==> src/sv/u8dec_pkg.sv <==
// Package: types, constants and helpers for the lenient UTF-8 stream decoder.
package u8dec_pkg;

  localparam int unsigned BYTE_W = 8;
  localparam int unsigned CP_W   = 21;
  localparam int unsigned USED_W = 3;
  localparam int unsigned PAY_W  = 6;
  localparam int unsigned MAX_RES = 4;

  localparam logic [BYTE_W-1:0] CONT_MASK = 8'hc0;
  localparam logic [BYTE_W-1:0] CONT_TAG  = 8'h80;
  localparam logic [PAY_W-1:0]  PAY_MASK  = 6'h3f;
  localparam logic [4:0]        LEAD2_MASK = 5'h1f;
  localparam logic [3:0]        LEAD3_MASK = 4'h0f;
  localparam logic [2:0]        LEAD4_MASK = 3'h07;

  localparam logic [USED_W-1:0] LEN_1 = 3'd1;
  localparam logic [USED_W-1:0] LEN_2 = 3'd2;
  localparam logic [USED_W-1:0] LEN_3 = 3'd3;
  localparam logic [USED_W-1:0] LEN_4 = 3'd4;

  typedef struct packed {
    logic [CP_W-1:0]   codepoint;
    logic [USED_W-1:0] bytes_used;
    logic              run_end;
    logic              string_end;
  } res_t;

  function automatic logic [USED_W-1:0] claim_of(input logic [BYTE_W-1:0] b);
    logic [USED_W-1:0] len;
    len = LEN_1;
    if (b >= 8'hc0 && b <= 8'hdf) len = LEN_2;
    else if (b >= 8'he0 && b <= 8'hef) len = LEN_3;
    else if (b >= 8'hf0 && b <= 8'hf7) len = LEN_4;
    return len;
  endfunction

  function automatic logic is_cont(input logic [BYTE_W-1:0] b);
    return (b & CONT_MASK) == CONT_TAG;
  endfunction

  function automatic res_t raw_res(input logic [BYTE_W-1:0] b);
    res_t r;
    r.codepoint  = {{(CP_W-BYTE_W){1'b0}}, b};
    r.bytes_used = LEN_1;
    r.run_end    = 1'b0;
    r.string_end = 1'b0;
    return r;
  endfunction

endpackage

==> src/sv/u8dec_if.sv <==
// Interfaces: byte input channel and codepoint result channel.
interface u8dec_in_if import u8dec_pkg::*; ();
  logic              valid;
  logic              ready;
  logic [BYTE_W-1:0] in_byte;
  logic              string_last;

  modport source (output valid, in_byte, string_last, input ready);
  modport sink   (input valid, in_byte, string_last, output ready);
endinterface

interface u8dec_out_if import u8dec_pkg::*; ();
  logic              valid;
  logic              ready;
  logic [CP_W-1:0]   codepoint;
  logic [USED_W-1:0] bytes_used;
  logic              run_end;
  logic              string_end;

  modport source (output valid, codepoint, bytes_used, run_end, string_end, input ready);
  modport sink   (input valid, codepoint, bytes_used, run_end, string_end, output ready);
endinterface

==> src/sv/utf8_lenient_stream_decoder.sv <==
// Top level: lenient UTF-8 byte stream to codepoint decoder.
//
// in_ch carries one byte per item with string_last on the final byte of a
// string; out_ch carries codepoints (or raw bytes standing for themselves),
// the bytes each consumed, run_end on the last result of a byte and
// string_end on the final result of a string. Both are valid/ready channels.
// A byte lands in an input register, is decoded against the held sequence
// state and moves into a four-entry result buffer once that buffer is empty
// or handing out its last entry. Bytes are taken one per cycle while the
// receiver keeps pace; a byte that yields k results holds the buffer until
// all are taken, and a byte that only extends a sequence yields none. The
// input register keeps one byte waiting while results drain, so a stalled
// receiver backs up into in_ch.ready without losing or repeating anything.
// Reset drops any held lead and empties both registers; no clearing pass.
module utf8_lenient_stream_decoder import u8dec_pkg::*; (
  input  logic        clk,
  input  logic        rst_n,
  u8dec_in_if.sink    in_ch,
  u8dec_out_if.source out_ch
);

  logic              in_v_r;
  logic [BYTE_W-1:0] byte_r;
  logic              last_r;

  logic              pend_r, pend_nxt;
  logic [BYTE_W-1:0] lead_r, lead_nxt;
  logic [USED_W-1:0] claim_r, claim_nxt;
  logic [1:0]        held_r, held_nxt;
  logic [PAY_W-1:0]  hp_r [2];

  res_t              buf_r [MAX_RES];
  logic [2:0]        cnt_r;

  res_t              res [MAX_RES];
  logic [2:0]        n;
  logic [2:0]        nm1;
  logic              hp_we;
  logic              move;
  logic              pop;

  assign pop  = (cnt_r != 3'd0) && out_ch.ready;
  assign move = in_v_r && ((cnt_r == 3'd0) || (cnt_r == 3'd1 && out_ch.ready));
  assign in_ch.ready = !in_v_r || move;

  always_comb begin
    res       = '{default: '0};
    n         = 3'd0;
    nm1       = 3'd0;
    hp_we     = 1'b0;
    pend_nxt  = pend_r;
    lead_nxt  = lead_r;
    claim_nxt = claim_r;
    held_nxt  = held_r;
    if (pend_r && is_cont(byte_r) && ({1'b0, held_r} + 3'd2 >= claim_r)) begin
      res[0].bytes_used = claim_r;
      unique case (claim_r)
        LEN_2:   res[0].codepoint = {10'd0, lead_r[4:0] & LEAD2_MASK, byte_r[5:0]};
        LEN_3:   res[0].codepoint = {5'd0, lead_r[3:0] & LEAD3_MASK, hp_r[0],
                                     byte_r[5:0]};
        default: res[0].codepoint = {lead_r[2:0] & LEAD4_MASK, hp_r[0], hp_r[1],
                                     byte_r[5:0]};
      endcase
      n         = 3'd1;
      pend_nxt  = 1'b0;
      lead_nxt  = '0;
      claim_nxt = LEN_1;
      held_nxt  = 2'd0;
    end else if (pend_r && is_cont(byte_r) && !last_r) begin
      hp_we    = 1'b1;
      held_nxt = held_r + 2'd1;
    end else begin
      if (pend_r) begin
        res[0] = raw_res(lead_r);
        res[1] = raw_res({CONT_TAG[7:6], hp_r[0] & PAY_MASK});
        res[2] = raw_res({CONT_TAG[7:6], hp_r[1] & PAY_MASK});
        n      = 3'd1 + {1'b0, held_r};
        pend_nxt  = 1'b0;
        lead_nxt  = '0;
        claim_nxt = LEN_1;
        held_nxt  = 2'd0;
      end
      if (is_cont(byte_r) || claim_of(byte_r) == LEN_1 || last_r) begin
        res[n[1:0]] = raw_res(byte_r);
        n = n + 3'd1;
      end else begin
        pend_nxt  = 1'b1;
        lead_nxt  = byte_r;
        claim_nxt = claim_of(byte_r);
        held_nxt  = 2'd0;
      end
    end
    if (n != 3'd0) begin
      nm1 = n - 3'd1;
      res[nm1[1:0]].run_end    = 1'b1;
      res[nm1[1:0]].string_end = last_r;
    end
  end

  always_ff @(posedge clk) begin
    if (!rst_n) begin
      in_v_r  <= 1'b0;
      pend_r  <= 1'b0;
      lead_r  <= '0;
      claim_r <= LEN_1;
      held_r  <= 2'd0;
      cnt_r   <= 3'd0;
    end else begin
      if (in_ch.ready) begin
        in_v_r <= in_ch.valid;
      end
      if (move) begin
        pend_r  <= pend_nxt;
        lead_r  <= lead_nxt;
        claim_r <= claim_nxt;
        held_r  <= held_nxt;
        cnt_r   <= n;
      end else if (pop) begin
        cnt_r <= cnt_r - 3'd1;
      end
    end
  end

  always_ff @(posedge clk) begin
    if (in_ch.ready && in_ch.valid) begin
      byte_r <= in_ch.in_byte;
      last_r <= in_ch.string_last;
    end
    if (move && hp_we) begin
      hp_r[held_r[0]] <= byte_r[5:0] & PAY_MASK;
    end
    if (move) begin
      buf_r <= res;
    end else if (pop) begin
      for (int i = 0; i < MAX_RES - 1; i++) begin
        buf_r[i] <= buf_r[i+1];
      end
    end
  end

  assign out_ch.valid      = (cnt_r != 3'd0);
  assign out_ch.codepoint  = buf_r[0].codepoint;
  assign out_ch.bytes_used = buf_r[0].bytes_used;
  assign out_ch.run_end    = buf_r[0].run_end;
  assign out_ch.string_end = buf_r[0].string_end;

  a_cnt_range: assert property (@(posedge clk) disable iff (!rst_n)
    cnt_r <= 3'd4)
    else $error("result buffer count out of range");

  a_last_entry_ends_run: assert property (@(posedge clk) disable iff (!rst_n)
    cnt_r == 3'd1 |-> out_ch.run_end)
    else $error("final buffered result lacks run_end");

  a_string_end_run: assert property (@(posedge clk) disable iff (!rst_n)
    out_ch.valid && out_ch.string_end |-> out_ch.run_end)
    else $error("string_end without run_end");

  a_pending_shape: assert property (@(posedge clk) disable iff (!rst_n)
    pend_r |-> (claim_r >= LEN_2) && ({1'b0, held_r} + 3'd2 <= claim_r))
    else $error("held sequence state inconsistent");

endmodule

==> src/flat_wrapper.sv <==
// flat-port wrapper written by rule: the top's interface ports become plain ports
module utf8_lenient_stream_decoder_flat import u8dec_pkg::*;
  (clk, rst_n, in_ch_valid, in_ch_in_byte, in_ch_string_last, in_ch_ready, out_ch_valid, out_ch_codepoint, out_ch_bytes_used, out_ch_run_end, out_ch_string_end, out_ch_ready);
  u8dec_in_if in_ch_i ();
  u8dec_out_if out_ch_i ();
  input  logic clk;
  input  logic rst_n;
  input wire logic [$bits(in_ch_i.valid)-1:0] in_ch_valid;
  input wire logic [$bits(in_ch_i.in_byte)-1:0] in_ch_in_byte;
  input wire logic [$bits(in_ch_i.string_last)-1:0] in_ch_string_last;
  output wire logic [$bits(in_ch_i.ready)-1:0] in_ch_ready;
  output wire logic [$bits(out_ch_i.valid)-1:0] out_ch_valid;
  output wire logic [$bits(out_ch_i.codepoint)-1:0] out_ch_codepoint;
  output wire logic [$bits(out_ch_i.bytes_used)-1:0] out_ch_bytes_used;
  output wire logic [$bits(out_ch_i.run_end)-1:0] out_ch_run_end;
  output wire logic [$bits(out_ch_i.string_end)-1:0] out_ch_string_end;
  input wire logic [$bits(out_ch_i.ready)-1:0] out_ch_ready;
  assign in_ch_i.valid = in_ch_valid;
  assign in_ch_i.in_byte = in_ch_in_byte;
  assign in_ch_i.string_last = in_ch_string_last;
  assign in_ch_ready = in_ch_i.ready;
  assign out_ch_valid = out_ch_i.valid;
  assign out_ch_codepoint = out_ch_i.codepoint;
  assign out_ch_bytes_used = out_ch_i.bytes_used;
  assign out_ch_run_end = out_ch_i.run_end;
  assign out_ch_string_end = out_ch_i.string_end;
  assign out_ch_i.ready = out_ch_ready;
  utf8_lenient_stream_decoder u_core (.clk(clk), .rst_n(rst_n), .in_ch(in_ch_i), .out_ch(out_ch_i));
endmodule
==> config.mk <==
export PLATFORM = sky130hd
export DESIGN_NAME = utf8_lenient_stream_decoder_flat
export DESIGN_NICKNAME = d
export VERILOG_FILES = /design/src/sv/u8dec_pkg.sv /design/src/sv/u8dec_if.sv /design/src/sv/utf8_lenient_stream_decoder.sv /design/src/flat_wrapper.sv
export SDC_FILE = /design/constraint.sdc
export NUM_CORES = 1
export LEC_CHECK = 0
export BUFFER_PORTS_ARGS = -buffer_cell sky130_fd_sc_hd__buf_2
export CAP_MARGIN = 40
export CORE_ASPECT_RATIO = 1.25
export CORE_MARGIN = 3
export CORE_UTILIZATION = 54
export DETAILED_ROUTE_END_ITERATION = 10
export PLACE_DENSITY = 0.76
export SLEW_MARGIN = 20
export SYNTH_ARGS = -nofsm -noshare
export SYNTH_HDL_FRONTEND = slang
export SYNTH_SLANG_ARGS = --single-unit
==> constraint.sdc <==
create_clock -name clk -period 2.4 [get_ports clk]
set_clock_uncertainty 0.05 [all_clocks]
set_input_delay 0.48 -clock clk [delete_from_list [all_inputs] [get_ports clk]]
set_output_delay 0.48 -clock clk [all_outputs]
set_load 0.05 [all_outputs]
==> impl_metrics.toml <==
[yosys]
synth_cell_types = 58
synth-edff-count = 80
seq_area_frac_synth = 0.5803
synth-async-reset-ratio = 0
yosys_warnings = 0
syn-num-nets = 452
synth.ff_latch_count = 98
synth_area_mm2 = 0.004761
syn-instance-count = 428
synth_area_per_cell_um2 = 11.12
synth_ff_type = "edfxtp_1"

[grt]
grt_pass1_wl_um = 17090
grt-busiest-layer = "met2"
overflow = 0
grt_use_met3 = 0.04277
grt_use_met2 = 0.3755
grt_pass1_vias = 3377
antenna_found_initial = 0
track_usage = 0.2190
use_met1 = 0.2654
grt_max_degree = 50

[clocking]
cts_buffers = 9
numClockSinks = 98
cts_max_path_buffers = 2
cts_htree_levels = 3
clock_latency_ns = 0.36
cts_tree = "yes"
hold_buffers = 0
clk_root_buffer_cell = "clkbuf_8"
clkSlewWorstSetupHoldPaths_ns = 0.09

[sta]
hold_violations = 0
maxSlewViolCount = 0
setup_ws_ns = 0.1606
min_period_ns = 2.239
setup_viol = 0
min_period_over_period = 0.9331
slew_headroom = 0.5759
finalSetupTns_ns = 0
tightest_slew_ns = 0.6361
rsz0062_at_grt = "false"
fmax_mhz = 446.6

[setup_path]
crit_path_start_kind = "register"
path_class = "register to register"
crit_required_ns = 2.45
worstPathArrival_ns = 2.29
cp_max_fo = 7
ff2ff_setup_slack_ns = 0.16
endpoint_kind = "register"

[placed_design]
io_buffers = 40
gp_congestion = 0.9066
placed_area_mm2 = 0.004985
dp_hpwl_um = 7379
dp_worst_setup_slack_ns = 0.02920

[pwr]
p_clk_frac = 0.169
p_sw_mw = 2.147
p_int_mw = 3.344
seqPwrFrac = 0.474
p_per_area_mw_per_mm2 = 1065
p_comb_frac = 0.357
power.total_mw = 5.491
swShare = 0.3910
p_leak_nw = 2.034
ir_drop_v = 0.0007770

[detailed_routing]
vias_per_cell = 5.932
drt_iter0_drc = 353
dr_total_vias = 3405
ant_nets = 0
wirelength_um = 10500
firstDrtPassIters = 5
routedWlPerCell_um = 18.29
drc = 0

[die]
ios = 41
initial_core_util = 0.5650
die_area_mm2 = 0.009986
die_x_um = 89.98
coreArea_mm2 = 0.008426
rows = 37
die_h_um = 111.0

[finish]
stdcell_area_mm2 = 0.005155
area_delta_synth_final_pct = 8.278
n_antenna_cell = 0
final-seq-area_mm2 = 0.002763
fill_cells = 710
drive_gt1_frac = 0.2013
final_core_util = 0.6118
fin_nets = 476
multi_input_area_mm2 = 0.001649

[min_path]
hp-class = "primary input to register"

[run_status]
status = "finished, final reports clean"

[run]
maxCapViolations = 0
## worst max-delay path, cell delays in order (launching register included)
cell and delay (ns):
dfxtp_1 0.42, inv_1 0.09, ha_1 0.29, nand2b_1 0.16
a31o_2 0.30, and2_1 0.26, o21ai_0 0.29, o31ai_1 0.13
## synthesized netlist by cell type (2+ instances only)
master     instances  area share
nor2b_1            2      0.0026
and2_1            11       0.014
o2111ai_1          2      0.0037
o211ai_1           4      0.0063
o21ai_0           22       0.023
nor2_1            22       0.017
a21oi_1           33       0.035
a21o_1             2      0.0032
a31o_2             2      0.0037
a221o_1            6       0.013
mux2i_1            6       0.013
ha_1              11       0.029
dfxtp_1           18       0.076
o31ai_1            2      0.0032
clkbuf_1          13       0.010
buf_6              3      0.0071
a31oi_1            3      0.0039
nand2b_1           6      0.0079
a22oi_1            7       0.011
nor4_1             2      0.0026
nor2_2             2      0.0026
nand3_1           20       0.021
nand2_1           39       0.031
a211oi_1           6      0.0095
buf_4             24       0.038
edfxtp_1          80        0.50
xnor2_1            2      0.0037
and3_1            21       0.028
nor3_1             2      0.0021
buf_2              8      0.0084
o21ai_1            9      0.0095
inv_1             12      0.0095
## power groups by stage
stage	registers [mW]	logic (mW)	clock network, mW
finish	2.60	1.96	0.926
global placement	2.63	1.94	0
global route	2.65	2.11	1.02
detailed placement	2.64	1.98	0
floorplan	2.66	1.63	0
CTS	2.61	1.98	0.941
## layer usage
layer  wire length (um)  part of all wire  up-vias
met2               5362              0.51      140
met5                  0                 0        -
met4                298             0.028        0
met1               4166              0.40     1650
met3                674             0.064       23
li1                   -                 -     1592
## final timing paths
path	startpoint	endpoint	cells past startpoint
max	u_core.held_r[0]$_SDFFE_PN0P_	u_core.buf_r[26]$_DFFE_PP_	7
min	in_ch_in_byte[3]	u_core.byte_r[3]$_DFFE_PP_	1
max reg2reg	u_core.held_r[0]$_SDFFE_PN0P_	u_core.buf_r[26]$_DFFE_PP_	7
min reg2reg	u_core.lead_r[7]$_SDFFE_PN0P_	u_core.lead_r[7]$_SDFFE_PN0P_	2
## registers in the layout (all words and copies together) (netlist names)
register                  cells
u_core.buf_r                 33
u_core.out_ch.codepoint      21
u_core.hp_r                  12
u_core.byte_r                 8
u_core.lead_r                 8
u_core.claim_r                3
u_core.cnt_r                  3
u_core.out_ch.bytes_used      3
u_core.held_r                 2
u_core.in_v_r                 1
u_core.last_r                 1
u_core.out_ch.run_end         1
u_core.out_ch.string_end      1
u_core.pend_r                 1
## logic make-up (layout without fill, tap and decap cells)
kind of cell | after synthesis | in the layout | synth area share
flip-flops | 98 | 98 | 0.5803
buffers and inverters | 63 | 92 | 0.07569
AO/OA/AOI/OAI | 109 | 109 | 0.1482
adder cells (fa/ha/maj) | 11 | 11 | 0.02891
AND/OR/NAND/NOR | 137 | 137 | 0.1464
multiplexers | 7 | 7 | 0.01498
XOR/XNOR | 3 | 3 | 0.005520
## timing repair
action / in CTS / in global routing
resized for setup: 1 / 2
endpoints found under the setup margin: 6 / 3
buffers inserted: 0 / 0
## area by class of cell
type / instances / share of cell area
multi-input combinational: 267 / 0.3199
inverter: 13 / 0.009466
timing repair buffer: 63 / 0.07476
clock inverter: 5 / 0.006068
tap: 117 / 0.02840
sequential: 98 / 0.5359
clock buffer: 11 / 0.02549
## stage by stage
step	std cells	hold slack [ns]
3_5_place_dp	558	0.4337
6_report	574	0.2379
3_3_place_gp	558	0.4146
2_1_floorplan	428	0.3893
5_1_grt	574	0.2125
4_1_cts	574	0.2203
## cells in the final DEF (no fill, tap or decap), types with 12 or more instances in the layout
master / Yosys / layout
nand2_1: 39 / 39
inv_1: 12 / 12
buf_2: 8 / 40
dfxtp_1: 18 / 18
nand3_1: 20 / 20
buf_4: 24 / 22
o21ai_0: 22 / 20
edfxtp_1: 80 / 80
nor2_1: 22 / 22
a21oi_1: 33 / 33
and3_1: 21 / 21
Power figures use the tool's default switching activity.
